**config.mk**
```make
export PLATFORM = sky130hd
export DESIGN_NAME = dpdd_shape
export DESIGN_NICKNAME = d
export VERILOG_FILES = /design/src/rtl/core/dpdd_pkg.sv /design/src/rtl/core/dpdd_shape.sv
export SDC_FILE = /design/constraint.sdc
export NUM_CORES = 1
export LEC_CHECK = 0
export BUFFER_PORTS_ARGS = -buffer_cell sky130_fd_sc_hd__buf_2
export CAP_MARGIN = 20
export CORE_MARGIN = 5
export CORE_UTILIZATION = 58
export DETAILED_ROUTE_END_ITERATION = 8
export PLACE_DENSITY_LB_ADDON = 0.3
export SLEW_MARGIN = 20
export SYNTH_ARGS = -nofsm -noshare
export SYNTH_HDL_FRONTEND = slang
export SYNTH_SLANG_ARGS = --single-unit
```
**constraint.sdc**
```tcl
create_clock -name vclk -period 8.7
set_input_delay 0.435 -clock vclk [all_inputs]
set_output_delay 0.435 -clock vclk [all_outputs]
set_load 0.05 [all_outputs]
```
**src/rtl/core/dpdd_pkg.sv**
```systemverilog
package dpdd_pkg;

    localparam int DataW    = 24;
    localparam int ErrW     = DataW + 1;
    localparam int D1W      = ErrW + 1;
    localparam int D2W      = ErrW + 2;
    localparam int GainW    = 16;
    localparam int ProdW    = GainW + D2W;
    localparam int SumW     = ProdW + 2;
    localparam int FracW    = 8;
    localparam int QW       = SumW - FracW;
    localparam int DriveW   = DataW + 1;
    localparam int DutyW    = 10;
    localparam int CfgIdxW  = 3;
    localparam int CfgDataW = 16;

    localparam int MinDriveDef = 100;

    localparam logic [GainW-1:0] DistKpRst   = GainW'(2048);
    localparam logic [GainW-1:0] DistKiRst   = GainW'(0);
    localparam logic [GainW-1:0] DistKdRst   = GainW'(4608);
    localparam logic [GainW-1:0] OrientKpRst = GainW'(1280);
    localparam logic [GainW-1:0] OrientKiRst = GainW'(0);
    localparam logic [GainW-1:0] OrientKdRst = GainW'(6400);
    localparam logic [DutyW-1:0] LimitRst    = DutyW'(500);
    localparam logic [DutyW-1:0] DeadRst     = DutyW'(100);

    typedef enum logic [CfgIdxW-1:0] {
        CFG_DIST_KP,
        CFG_DIST_KI,
        CFG_DIST_KD,
        CFG_ORIENT_KP,
        CFG_ORIENT_KI,
        CFG_ORIENT_KD,
        CFG_DRIVE_LIMIT,
        CFG_DEAD_BAND
    } t_cfg_idx;

    typedef struct packed {
        logic [GainW-1:0] kp;
        logic [GainW-1:0] ki;
        logic [GainW-1:0] kd;
    } t_gains;

    typedef struct packed {
        logic load;
        logic mul_en;
        logic acc_en;
    } t_loop_ctrl;

endpackage

```
**src/rtl/core/dpdd_shape.sv**
```systemverilog
module dpdd_shape #(
    parameter int MIN_DRIVE = dpdd_pkg::MinDriveDef
) (
    input  logic signed [dpdd_pkg::DataW-1:0] i_dist,
    input  logic signed [dpdd_pkg::DataW-1:0] i_orient,
    input  logic                              i_sub,
    input  logic [dpdd_pkg::DutyW-1:0]        i_limit,
    input  logic [dpdd_pkg::DutyW-1:0]        i_dead,
    output logic [dpdd_pkg::DutyW-1:0]        o_duty,
    output logic                              o_forward
);
    import dpdd_pkg::*;

    localparam logic [DutyW-1:0] MinMag = DutyW'(MIN_DRIVE);

    logic signed [DriveW-1:0] n_drive;
    logic [DriveW-1:0]        n_mag;

    always_comb begin
        if (i_sub) begin
            n_drive = DriveW'(i_dist) - DriveW'(i_orient);
        end else begin
            n_drive = DriveW'(i_dist) + DriveW'(i_orient);
        end
        n_mag = n_drive[DriveW-1] ? DriveW'(-n_drive) : DriveW'(n_drive);

        priority if (n_mag > DriveW'(i_limit)) begin
            o_duty = i_limit;
        end else if (n_mag < DriveW'(i_dead)) begin
            o_duty = '0;
        end else if (n_mag < DriveW'(MinMag)) begin
            o_duty = MinMag;
        end else begin
            o_duty = n_mag[DutyW-1:0];
        end
        o_forward = !n_drive[DriveW-1] && (o_duty != '0);
    end

endmodule

```
After elaboration in Yosys (flattened, before gate mapping)
Index checks and enable logic that the tools add are counted.

storage, ports and cells
  memories kept = 0
  input port bits = 69
  latch bits = 0
  bits in registers = 0
  bits in writable memories = 0
  output and inout bits = 11
  memory bits (read-only) = 0
  logic and storage cells = 14

operators by class
  order comparisons = 3
  multiplexer cells = 5
  eq/ne operators = 0
  reductions and logical operators = 3
  $mul = 0
  shift-type cells = 0
  $add $sub $neg = 3
  div/mod/pow operators = 0
  bitwise operators = 0

operator list
  kind                                                                   count
  25-bit two-way mux                                                     2
  10-bit two-way mux                                                     3
  24-bit by 24-bit adder with 25-bit output                              1
  25-bit by 10-bit greater-than comparator with 1-bit output             1
  25-bit by 10-bit < comparator with 1-bit output                        1
  25-bit by 7-bit < comparator with 1-bit output, second input constant  1
  25-bit negator                                                         1
  24-bit by 24-bit subtractor with 25-bit output                         1
  10-bit nonzero test                                                    1
  1-bit logical AND                                                      1
  1-bit logical NOT                                                      1

Logic depth before layout (Yosys ltp)
  depth after elaboration = 10
  gate-level depth with buffers = 31
  gate-level depth less buffers = 28

Worst setup path after synthesis
No wires, ideal clock.

  path kind = input-to-output
  from = input port i_sub
  to = output port o_duty[6] (netlist name)
  path slack = 0.998 ns
  buffers on the path = 5
  data arrival time = 7.267 ns
  data required time = 8.265 ns
  stages = 26
  cell sequence = clkbuf_1 > clkbuf_1 > mux2_2 > fa_1 > nand2b_1 > a211oi_1 > o31ai_1 > a2111oi_0 > or3_1 > clkbuf_1 > and2_0 > buf_2 > clkbuf_1 > nor2_1 > a21oi_1 > ha_1 > nor2b_1 > o21ai_0 > nand2b_1 > a21oi_1 > o21ai_0 > a31oi_1 > o21ai_0 > a21oi_1 > o2111ai_1 > o41ai_1

on the way
  longest elaborated chain between the ends = 7
  elaborated cells between the ends (all ways) = 9
  those cells by class = add/sub: 1; order compare: 3; mux: 5

RTL lines
  element                                         line              source
  from (decl)                                     dpdd_shape.sv:6   input logic i_sub,
  25-bit two-way mux *                            dpdd_shape.sv:20  if (i_sub) begin
  25-bit negator                                  dpdd_shape.sv:25  n_mag = n_drive[DriveW-1] ? DriveW'(-n_drive) : DriveW'(n_drive);
  25-bit two-way mux *                            dpdd_shape.sv:25
  25-bit by 7-bit < comparator with 1-bit output  dpdd_shape.sv:31  end else if (n_mag < DriveW'(MinMag)) begin
  10-bit two-way mux                              dpdd_shape.sv:31
  10-bit two-way mux                              dpdd_shape.sv:29  end else if (n_mag < DriveW'(i_dead)) begin
  10-bit two-way mux *                            dpdd_shape.sv:27  priority if (n_mag > DriveW'(i_limit)) begin
  to (decl)                                       dpdd_shape.sv:9   output logic [dpdd_pkg::DutyW-1:0] o_duty,

Every way passes the cells marked *; elsewhere a longest branch is shown, timed or not.

Final worst setup path
  from = input port i_orient[1] (netlist name)
  to = output port o_duty[4] (netlist name)

on the way
  longest elaborated chain between the ends = 8
  elaborated cells between the ends (all ways) = 11
  those cells by class = add/sub: 3; order compare: 3; mux: 5

RTL lines
  element                                                                                                             line                                source
  from (decl)                                                                                                         dpdd_shape.sv:5                     input logic signed [dpdd_pkg::DataW-1:0] i_orient,
  24-bit by 24-bit adder with 25-bit output / 24-bit by 24-bit subtractor with 25-bit output (equally long branches)  dpdd_shape.sv:23, dpdd_shape.sv:21
  25-bit two-way mux *                                                                                                dpdd_shape.sv:20
  25-bit negator                                                                                                      dpdd_shape.sv:25
  25-bit two-way mux *                                                                                                dpdd_shape.sv:25
  25-bit by 7-bit < comparator with 1-bit output                                                                      dpdd_shape.sv:31
  10-bit two-way mux                                                                                                  dpdd_shape.sv:31
  10-bit two-way mux                                                                                                  dpdd_shape.sv:29
  10-bit two-way mux *                                                                                                dpdd_shape.sv:27

Marked as above.

==> out/metrics.csv <==
stage;metric;value;unit
synth;sequential area share after synthesis;0;%
floorplanning;# IOs;80;
synth;Ys Warns;0;
routing;first drt pass iteration count;5;
global_routing;first-pass GRT wire length;17200;um
power_and_ir_drop;Sw Share;60.7;%
global_routing;antenna violations before repair;0;
placement;I/O Buffers;80;
cells_and_area;fillers;559;
cells_and_area;seq_cells;0;
global_routing;Total GRT Usage;26.0;%
synth;post-synthesis cell area;3620;um^2
timing;Highest Clock Rate;127;MHz
power_and_ir_drop;combinational power share;100.0;%
routing;DRT antenna net count;0;
floorplanning;die height;89.0;um
placement;Place WS;0.919;ns
setup_path;Buf/Inv on CP;3;
timing;period utilisation layout;90.8;%
floorplanning;Initial Util;60.4;%
global_routing;GR Overflow Total;0;
synth;post-synth top area cell;ha_1;
floorplanning;Die W;89.0;um
timing;Post-Route Setup TNS;0;ns
setup_path;CP Launch Type;input pin;
routing;DRT Wirelength;10600;um
timing;final hold violation count;0;
timing;min Tclk post-route;7.90;ns
power_and_ir_drop;Sequential Power Share;0;%
setup_path;crit path max fanout;16;
clock_tree;hold buffers post-CTS;0;
clock_tree;post-CTS setup buffer count;0;
floorplanning;# rows;28;
placement;detailed placer's ending HPWL;9040;um
power_and_ir_drop;total power;0.540;mW
floorplanning;core area;5990;um^2
cells_and_area;Final #Nets;712;
synth;Yosys cell types;72;
timing;relative slew slack;30.2;%
timing;max-slew violation count;0;
routing;mean routed wirelength per cell;15.8;um
setup_path;crit-path max cell delay;0.73;ns
routing;Residual DRC;0;
synth;Yosys top cell area share;15.6;%
setup_path;Data arrival, critical path;7.47;ns
cells_and_area;register area;0;um^2
min_path;type of the most critical hold path;in2out;
power_and_ir_drop;internal power;0.212;mW
power_and_ir_drop;Clk network pwr share;0;%
routing;Initial DRC Count;279;
cells_and_area;ant diodes;0;
timing;final setup margin;0.798;ns
cells_and_area;Area Growth Syn to Fin;11.2;%
global_routing;vias in the first global route;3815;
power_and_ir_drop;NetSw;0.328;mW
clock_tree;Resize count post-CTS;0;
timing;# setup viols final;0;
routing;Via density;6.47;
power_and_ir_drop;Leak Pwr;1.78;nW
synth;Syn Nets;651;
flow_run;Max-Cap Viols;0;
setup_path;CP max-delay cell;and2_0;
placement;Placed Area;4020;um^2
timing;Worst-Margin Slew;1.02;ns
synth;syn_area_per_cell;6.75;um^2
placement;RD Place Congestion;0.997;
synth;synth cell count leaders;nor2_1, ha_1, a21oi_1;
outcome;outcome;finished clean;
setup_path;Critical Path End Type;output port;
setup_path;critical path required time;8.27;ns
routing;vias;4338;
power_and_ir_drop;pwr dens;134;nW/um^2
setup_path;kind of critical path;in2out;
synth;Synth area leaders;ha_1, xnor2_1, nor2_1, a21oi_1, o21ai_0;
cells_and_area;layout cell share with drive strength beyond 1;16.6;%
floorplanning;die area;7920;um^2
synth;Post-Syn Instances;536;
global_routing;pin count of the biggest net entering global routing;28;
cells_and_area;Clock buffer cells;0;
cells_and_area;fin area;4020;um^2
synth;most common cell in the netlist;nor2_1;
timing;RSZ-0062 raised after global routing;false;
setup_path;CP top delay family;simple AND/OR/NAND/NOR gates;
power_and_ir_drop;Max IR drop VDD;0.0763;mV
-- cells in the final DEF (no fill, tap or decap), drive strengths merged, types with 12 or more instances in the layout --
cell,n
a21o,15
a21oi,41
buf,80
ha,45
inv,33
nand2,34
nor2,57
nor3,20
nor4,15
o21a,12
o21ai,39
xnor2,31
xor2,12
-- per-stage QoR --
stage / instances / hold slack (ns) / utilization [%]
2_1_floorplan: 536 / 1.24 / -
3_3_place_gp: 670 / 1.31 / 67.1
3_5_place_dp: 670 / 1.31 / 67.1
4_1_cts: 670 / 1.31 / 67.1
5_1_grt: 670 / 1.33 / 67.1
6_report: 670 / 1.31 / 67.1
-- power groups by stage --
stage                     combinational (mW)  clock, mW  sequential [mW]
after CTS                              0.532          0                0
after global routing                   0.603          0                0
final                                  0.540          0                0
after global placement                 0.512          0                0
after floorplan                        0.409          0                0
after detailed placement               0.529          0                0
-- final timing paths --
path | cells after the start | end | startpoint
worst min-delay path | 4 | o_duty[4] | i_limit[4]
worst max-delay path | 29 | o_duty[4] | i_orient[1]
-- layout make-up --
cell class / count / area, um^2 / share of cell area, %
well taps: 75 / 93.8 / 2.33
inverters: 33 / 124 / 3.08
multi-input cells: 482 / 3400 / 84.6
repair buffers: 80 / 400 / 9.95
-- cells by family after synthesis --
| logic type | Yosys count | share of synthesized area (%) |
|---|---|---|
| buffers and inverters | 54 | 5.88 |
| and+or+nand+nor | 194 | 28.4 |
| muxes | 13 | 3.74 |
| adders and majority gates | 46 | 16.1 |
| AOI/OAI and AO/OA | 186 | 35.5 |
| xor gates and xnor gates | 43 | 10.4 |
-- layer usage --
layer  global-route usage, %  part of all wire (%)  vias to the layer above
met2                    46.2                    47                      193
li1                        -                     -                     2161
met1                    36.7                    45                     1966
met3                   0.645                   7.2                       18
met5                       0                     0                        -
met4                    1.89                  0.99                        0
Note: power is estimated with default switching activity, not from simulation.
