`config.mk`:
```
export PLATFORM = sky130hd
export DESIGN_NAME = dpdd_loop
export DESIGN_NICKNAME = d
export VERILOG_FILES = /design/src/rtl/core/dpdd_pkg.sv /design/src/rtl/core/dpdd_loop.sv
export SDC_FILE = /design/constraint.sdc
export NUM_CORES = 2
export LEC_CHECK = 0
export BUFFER_PORTS_ARGS = -buffer_cell sky130_fd_sc_hd__buf_4
export CAP_MARGIN = 20
export CORE_ASPECT_RATIO = 0.6
export CORE_UTILIZATION = 35
export DETAILED_ROUTE_END_ITERATION = 12
export GPL_TIMING_DRIVEN = 0
export PLACE_DENSITY_LB_ADDON = 0.25
export SYNTH_ARGS = -nofsm -noshare
export SYNTH_HDL_FRONTEND = slang
export SYNTH_SLANG_ARGS = --single-unit
export TNS_END_PERCENT = 20
```
`constraint.sdc`:
```
create_clock -name i_clk -period 9.4 [get_ports i_clk]
set_input_delay 0.47 -clock i_clk [delete_from_list [all_inputs] [get_ports i_clk]]
set_output_delay 0.47 -clock i_clk [all_outputs]
set_load 0.01 [all_outputs]
```
`src/rtl/core/dpdd_pkg.sv`:
```
package dpdd_pkg;

    localparam int DataW    = 24;
    localparam int ErrW     = DataW + 1;
    localparam int D1W      = ErrW + 1;
    localparam int D2W      = ErrW + 2;
    localparam int GainW    = 16;
    localparam int ProdW    = GainW + D2W;
    localparam int SumW     = ProdW + 2;
    localparam int FracW    = 8;
    localparam int QW       = SumW - FracW;
    localparam int DriveW   = DataW + 1;
    localparam int DutyW    = 10;
    localparam int CfgIdxW  = 3;
    localparam int CfgDataW = 16;

    localparam int MinDriveDef = 100;

    localparam logic [GainW-1:0] DistKpRst   = GainW'(2048);
    localparam logic [GainW-1:0] DistKiRst   = GainW'(0);
    localparam logic [GainW-1:0] DistKdRst   = GainW'(4608);
    localparam logic [GainW-1:0] OrientKpRst = GainW'(1280);
    localparam logic [GainW-1:0] OrientKiRst = GainW'(0);
    localparam logic [GainW-1:0] OrientKdRst = GainW'(6400);
    localparam logic [DutyW-1:0] LimitRst    = DutyW'(500);
    localparam logic [DutyW-1:0] DeadRst     = DutyW'(100);

    typedef enum logic [CfgIdxW-1:0] {
        CFG_DIST_KP,
        CFG_DIST_KI,
        CFG_DIST_KD,
        CFG_ORIENT_KP,
        CFG_ORIENT_KI,
        CFG_ORIENT_KD,
        CFG_DRIVE_LIMIT,
        CFG_DEAD_BAND
    } t_cfg_idx;

    typedef struct packed {
        logic [GainW-1:0] kp;
        logic [GainW-1:0] ki;
        logic [GainW-1:0] kd;
    } t_gains;

    typedef struct packed {
        logic load;
        logic mul_en;
        logic acc_en;
    } t_loop_ctrl;

endpackage

```
`src/rtl/core/dpdd_loop.sv`:
```
module dpdd_loop (
    input  logic                                i_clk,
    input  logic                                i_rst_n,
    input  dpdd_pkg::t_loop_ctrl                i_ctrl,
    input  dpdd_pkg::t_gains                    i_gains,
    input  logic signed [dpdd_pkg::DataW-1:0]   i_target,
    input  logic signed [dpdd_pkg::DataW-1:0]   i_measured,
    output logic signed [dpdd_pkg::DataW-1:0]   o_accum
);
    import dpdd_pkg::*;

    logic signed [ErrW-1:0]  n_err;
    logic signed [ErrW-1:0]  r_hist0;
    logic signed [ErrW-1:0]  r_hist1;
    logic signed [ErrW-1:0]  r_e0;
    logic signed [D1W-1:0]   n_d1;
    logic signed [D1W-1:0]   r_d1;
    logic signed [D2W-1:0]   n_d2;
    logic signed [D2W-1:0]   r_d2;
    logic signed [ProdW-1:0] n_pp;
    logic signed [ProdW-1:0] n_pi;
    logic signed [ProdW-1:0] n_pd;
    logic signed [ProdW-1:0] r_pp;
    logic signed [ProdW-1:0] r_pi;
    logic signed [ProdW-1:0] r_pd;
    logic signed [SumW-1:0]  n_sum;
    logic                    n_rnd;
    logic signed [QW-1:0]    n_q;
    logic signed [DataW-1:0] n_accum;
    logic signed [DataW-1:0] r_accum;

    // error and its first and second differences
    always_comb begin
        n_err = ErrW'(i_target) - ErrW'(i_measured);
        n_d1  = D1W'(n_err) - D1W'(r_hist0);
        n_d2  = D2W'(n_err) - (D2W'(r_hist0) <<< 1) + D2W'(r_hist1);
    end

    always_ff @(posedge i_clk) begin
        if (!i_rst_n) begin
            r_hist0 <= '0;
            r_hist1 <= '0;
        end else if (i_ctrl.load) begin
            r_hist0 <= n_err;
            r_hist1 <= r_hist0;
        end
    end

    always_ff @(posedge i_clk) begin
        if (i_ctrl.load) begin
            r_e0 <= n_err;
            r_d1 <= n_d1;
            r_d2 <= n_d2;
        end
    end

    always_comb begin
        n_pp = ProdW'($signed({1'b0, i_gains.kp})) * ProdW'(r_d1);
        n_pi = ProdW'($signed({1'b0, i_gains.ki})) * ProdW'(r_e0);
        n_pd = ProdW'($signed({1'b0, i_gains.kd})) * ProdW'(r_d2);
    end

    always_ff @(posedge i_clk) begin
        if (i_ctrl.mul_en) begin
            r_pp <= n_pp;
            r_pi <= n_pi;
            r_pd <= n_pd;
        end
    end

    // Q37.8 sum, truncate toward zero, saturate
    always_comb begin
        n_sum = SumW'($signed({r_accum, {FracW{1'b0}}}))
              + SumW'(r_pp) + SumW'(r_pi) + SumW'(r_pd);
        n_rnd = n_sum[SumW-1] & (|n_sum[FracW-1:0]);
        n_q   = $signed(n_sum[SumW-1:FracW]) + $signed({{(QW-1){1'b0}}, n_rnd});
        if (n_q[QW-1:DataW-1] == '0 || n_q[QW-1:DataW-1] == '1) begin
            n_accum = n_q[DataW-1:0];
        end else if (n_q[QW-1]) begin
            n_accum = {1'b1, {(DataW-1){1'b0}}};
        end else begin
            n_accum = {1'b0, {(DataW-1){1'b1}}};
        end
    end

    always_ff @(posedge i_clk) begin
        if (!i_rst_n) begin
            r_accum <= '0;
        end else if (i_ctrl.acc_en) begin
            r_accum <= n_accum;
        end
    end

    assign o_accum = r_accum;

endmodule

```
## Word-level counts from Yosys, hierarchy flattened

Index checks and enable logic that the tools add are counted.

- Flip-flop bits (word level): 280
- Bits of input ports: 101
- Word-level logic and storage cells: 27

- Add/subtract/negate cells: 8
- $mul: 3
- Eq/ne operators: 1
- Multiplexer cells: 2
- Bitwise gates (word level): 1
- Reduce and logical (&&, ||, !) cells: 3

Operator list:

| kind | count |
|---|---|
| 2-to-1 mux 24 bit | 2 |
| adder 44 x 42 -> 45 bit | 1 |
| adder 45 x 43 -> 45 bit | 1 |
| adder 32 x 43 -> 44 bit | 1 |
| multiplier 17 x 26 -> 43 bit | 1 |
| multiplier 17 x 27 -> 43 bit | 1 |
| multiplier 17 x 25 -> 42 bit | 1 |
| adder 37 x 2 -> 37 bit | 1 |
| adder 27 x 25 -> 27 bit | 1 |
| subtractor 25 x 26 -> 27 bit | 1 |
| subtractor 25 x 25 -> 26 bit | 1 |
| subtractor 24 x 24 -> 25 bit | 1 |
| == test 14 bit (second input constant) | 1 |
| logical NOT 14 bit | 1 |
| OR reduction 8 bit | 1 |
| AND 1 bit | 1 |
| logical OR 1 bit | 1 |

## Logic depth before layout (Yosys ltp)

- Depth after elaboration: 9
- Mapped depth: 29
- Mapped depth without buffers: 27

## Worst setup path before layout

No wires, ideal clock.

- Path type: input port to flip-flop
- From: in i_gains[2] (netlist bit)
- To: reg r_pd[36], data pin
- Library setup time: 0.158 ns
- Data arrival time: 6.893 ns
- Slack: 2.349 ns
- Cell stages on the path: 25
- Buffers on the path: 2
- Path through: clkbuf_1 > clkbuf_1 > nand2_1 > fa_1 > inv_1 > fa_1 > inv_1 > fa_1 > inv_1 > fa_1 > fa_1 > fa_1 > ha_1 > a21o_1 > a21oi_1 > nor2_1 > nor2_1 > nand2_1 > or3_1 > o211ai_1 > a31oi_1 > o31ai_1 > a21o_1 > or4b_2 > o211ai_1

- Longest elaborated chain between the ends: 1

Ends and longest elaborated chain:

| item | line | text |
|---|---|---|
| start: declaration | dpdd_loop.sv:5 | `input dpdd_pkg::t_gains i_gains,` |
| multiplier 17 x 27 -> 43 bit | dpdd_loop.sv:60 | `n_pd = ProdW'($signed({1'b0, i_gains.kd})) * ProdW'(r_d2);` |
| via n_pd[36] | dpdd_loop.sv:22 | `logic signed [ProdW-1:0] n_pd;` |
| end signal: assignment | dpdd_loop.sv:67 | `r_pd <= n_pd;` |
| end: declaration | dpdd_loop.sv:25 | `logic signed [ProdW-1:0] r_pd;` |

The timed path passes the listed nets, and every way through them passes these cells.
A chain may end at the register's enable or synchronous reset.

## Worst setup path after layout

- From: reg r_accum[15], in the netlist o_accum[15]
- To: reg r_accum[15], in the netlist o_accum[15]

- Longest elaborated chain between the ends: 8

Ends and longest elaborated chain:

| item | line | text |
|---|---|---|
| start: declaration | dpdd_loop.sv:30 | `logic signed [DataW-1:0] r_accum;` |
| start signal: assignment | dpdd_loop.sv:90 | `r_accum <= n_accum;` |
| adder 32 x 43 -> 44 bit * | dpdd_loop.sv:74 | `+ SumW'(r_pp) + SumW'(r_pi) + SumW'(r_pd);` |
| adder 44 x 42 -> 45 bit * | dpdd_loop.sv:74 |  |
| adder 45 x 43 -> 45 bit * | dpdd_loop.sv:74 |  |
| AND 1 bit | dpdd_loop.sv:75 | `n_rnd = n_sum[SumW-1] & (\|n_sum[FracW-1:0]);` |
| adder 37 x 2 -> 37 bit * | dpdd_loop.sv:76 | `n_q = $signed(n_sum[SumW-1:FracW]) + $signed({{(QW-1){1'b0}}, n_rnd});` |
| == test 14 bit / logical NOT 14 bit (equally long branches) | dpdd_loop.sv:77 | `if (n_q[QW-1:DataW-1] == '0 \|\| n_q[QW-1:DataW-1] == '1) begin` |
| logical OR 1 bit | dpdd_loop.sv:77 |  |
| 2-to-1 mux 24 bit * | dpdd_loop.sv:77 |  |

Every way passes the cells marked *; elsewhere a longest branch is shown, timed or not.

==> run summary <==
max-cap viol count = 0
WP buf/inv = 5
cts repair resizes = 0
Final setup viols = 0
crit-path max cell delay = 0.92 ns
Worst path most repeated cell = a21oi_1
Layout fillers = 18200
Fmax = 109 MHz
global-route wire length before repair = 305000 um
area leader, netlist = fa_1
PortBufs = 98
DRC viols = 0
share of cells above drive strength 1 = 3.32%
IO Count = 125
final WL = 201000 um
Starting Density = 35.3%
layout overhead on the synthesized area = 7.46%
run status = completed
clock sink total = 280
ANT nets after route = 0
HP Class = primary input to register
syn avg cell area = 9.23 um2
Worst-path clk slew = 0.06 ns
Crit path required time = 9.83 ns
Overflow after GRT = 0
CTS H-tree lvls = 1
Crit Path Max Fanout = 10
initial antenna violation count = 18
Reg2Reg Launch Point = o_accum[15]$_SDFFE_PN0P_
Crit path max-delay family = compound AO/OA/AOI/OAI gates
Vias/cell = 4.98
top cell type's share of synthesized area = 41.8%
final period utilization = 98.0%
Post-CTS Hold Fix Bufs = 0
sequential share of the synthesized area = 12.2%
worst reg2reg setup slack = 0.19 ns
num rows = 120
HP Start = i_gains[16]
Crit Path Class = register to register
Die X = 550 um
Synth Warn # = 0
postcts setup bufs = 0
Clock Skew = 0.0196 ns
Post-synth top flop = edfxtp_1
Synth top cells by count = 1717 x inv_1, 1317 x fa_1, 935 x nand2_1
CP Capture Type = register
DR WL/cell = 21.5 um
cts bufs inserted = 27
vias in the first global route = 47400
DR iter-0 viols = 3944
largest cells by area after synthesis = fa_1 42%, inv_1 10%, edfxtp_1 9.8%
core area = 179000 um2
Mapped Cells = 6827
Tmin final = 9.21 ns
crit path max-delay cell type = o41ai_4
RSZ-0062 raised after global routing = no
normalized max-slew margin = 16.9%
Die Footprint = 182000 um2
Data arrival, critical path = 9.64 ns
largest net degree at the start of global routing = 83
max-slew violations = 0
Nets = 8815
Worst-Margin Slew = 1.23 ns
endpoints failing hold = 0
Post-Syn Area = 63000 um2
first element of the critical path = o_accum[15]$_SDFFE_PN0P_
Synth Register Bits = 280
chip height = 331 um
Post-Syn Nets = 8683
Placer Congestion = 0.959
vias = 46600
GRT Resource Usage Total = 22.6%
most numerous cell in the Yosys netlist = inv_1
Yosys cell types = 100
Worst-Skew Late Latency = 0.62 ns
CP startpoint kind = register
CTS root buf = clkbuf_16
HPWL Detailed = 177000 um
Final Util = 37.9%
Post-synth EDFFs = 206
CTS tree = done
FFs w/ async S/R, synth = 0%
Clock Tree Buf Depth = 3
Initial DRT Pass Iterations = 8
[sequential cells by signal (all words and copies together), names as in the netlist]
register	count
o_accum	24
r_pp	43
r_hist0	25
r_d1	26
r_pi	42
r_e0	25
r_hist1	25
r_d2	27
r_pd	43
[placed cells by master (no fill, tap or decap), drive strengths merged, types with 25 or more instances in the layout]
cell type	instances
and2	445
nor2	230
buf	125
nand2	935
edfxtp	206
ha	438
o21ai	87
fa	1317
and3	45
a311oi	29
dfxtp	74
mux2i	53
nor3	65
a21o	67
xor2	62
clkbuf	270
xnor2	165
o21a	37
o21bai	27
nand3	75
a31oi	25
nand4	31
a21oi	157
inv	1720
[final timing paths]
check	cells past startpoint	to
setup / recovery	27	o_accum[15]$_SDFFE_PN0P_
hold reg to reg	2	r_hist1[21]$_SDFFE_PN0P_
hold / removal	2	r_pi[0]$_DFFE_PP_
setup reg to reg	27	o_accum[15]$_SDFFE_PN0P_
[cells by family after synthesis]
| logic type | count (synthesis) | share of synthesized area (%) |
|---|---|---|
| AO/OA/AOI/OAI | 585 | 6.59 |
| XOR/XNOR | 227 | 3.17 |
| adder cells (fa/ha/maj) | 1755 | 50.5 |
| buffers and inverters | 1968 | 11.8 |
| flip-flops | 280 | 12.2 |
| multiplexers | 54 | 0.860 |
| AND/OR/NAND/NOR | 1958 | 14.8 |
[stage by stage]
stage / setup WS (ns) / cell area (um2) / hold WS (ns) / TNS [ns] / std cells
floorplan: 2.35 / 63000 / 0.464 / 0 / 6827
global placement: -0.147 / 66700 / 0.478 / -0.404 / 9304
detailed placement: -0.204 / 66700 / 0.489 / -0.578 / 9305
CTS: 0.302 / 67600 / 0.268 / 0 / 9355
global route: 0.0103 / 67700 / 0.266 / 0 / 9359
finish: 0.188 / 67700 / 0.280 / 0 / 9364
[area by class of cell]
type | instances | area, um2 | share of cell area (%)
multi-input cells | 4579 | 47900 | 70.8
well taps | 2379 | 2980 | 4.40
flip-flops and latches | 280 | 7670 | 11.3
repair buffers | 103 | 831 | 1.23
inverters | 1718 | 6450 | 9.52
clock buffers | 42 | 805 | 1.19
clock inverters | 8 | 66.3 | 0.0979
plain buffers | 250 | 995 | 1.47
diodes | 5 | 12.5 | 0.0185
[per-layer routing]
layer | track usage, % | vias to the layer above | wire length, um
met3 | 8.22 | 87 | 25100
met5 | 0 | - | 24
met4 | 1.29 | 4 | 1330
met1 | 36.2 | 23800 | 99800
met2 | 29.4 | 1831 | 74700
li1 | - | 20900 | -
Power is left out: the tool's default activity adds up to more than one toggle a clock period on the data nets, which glitch-free logic cannot reach.
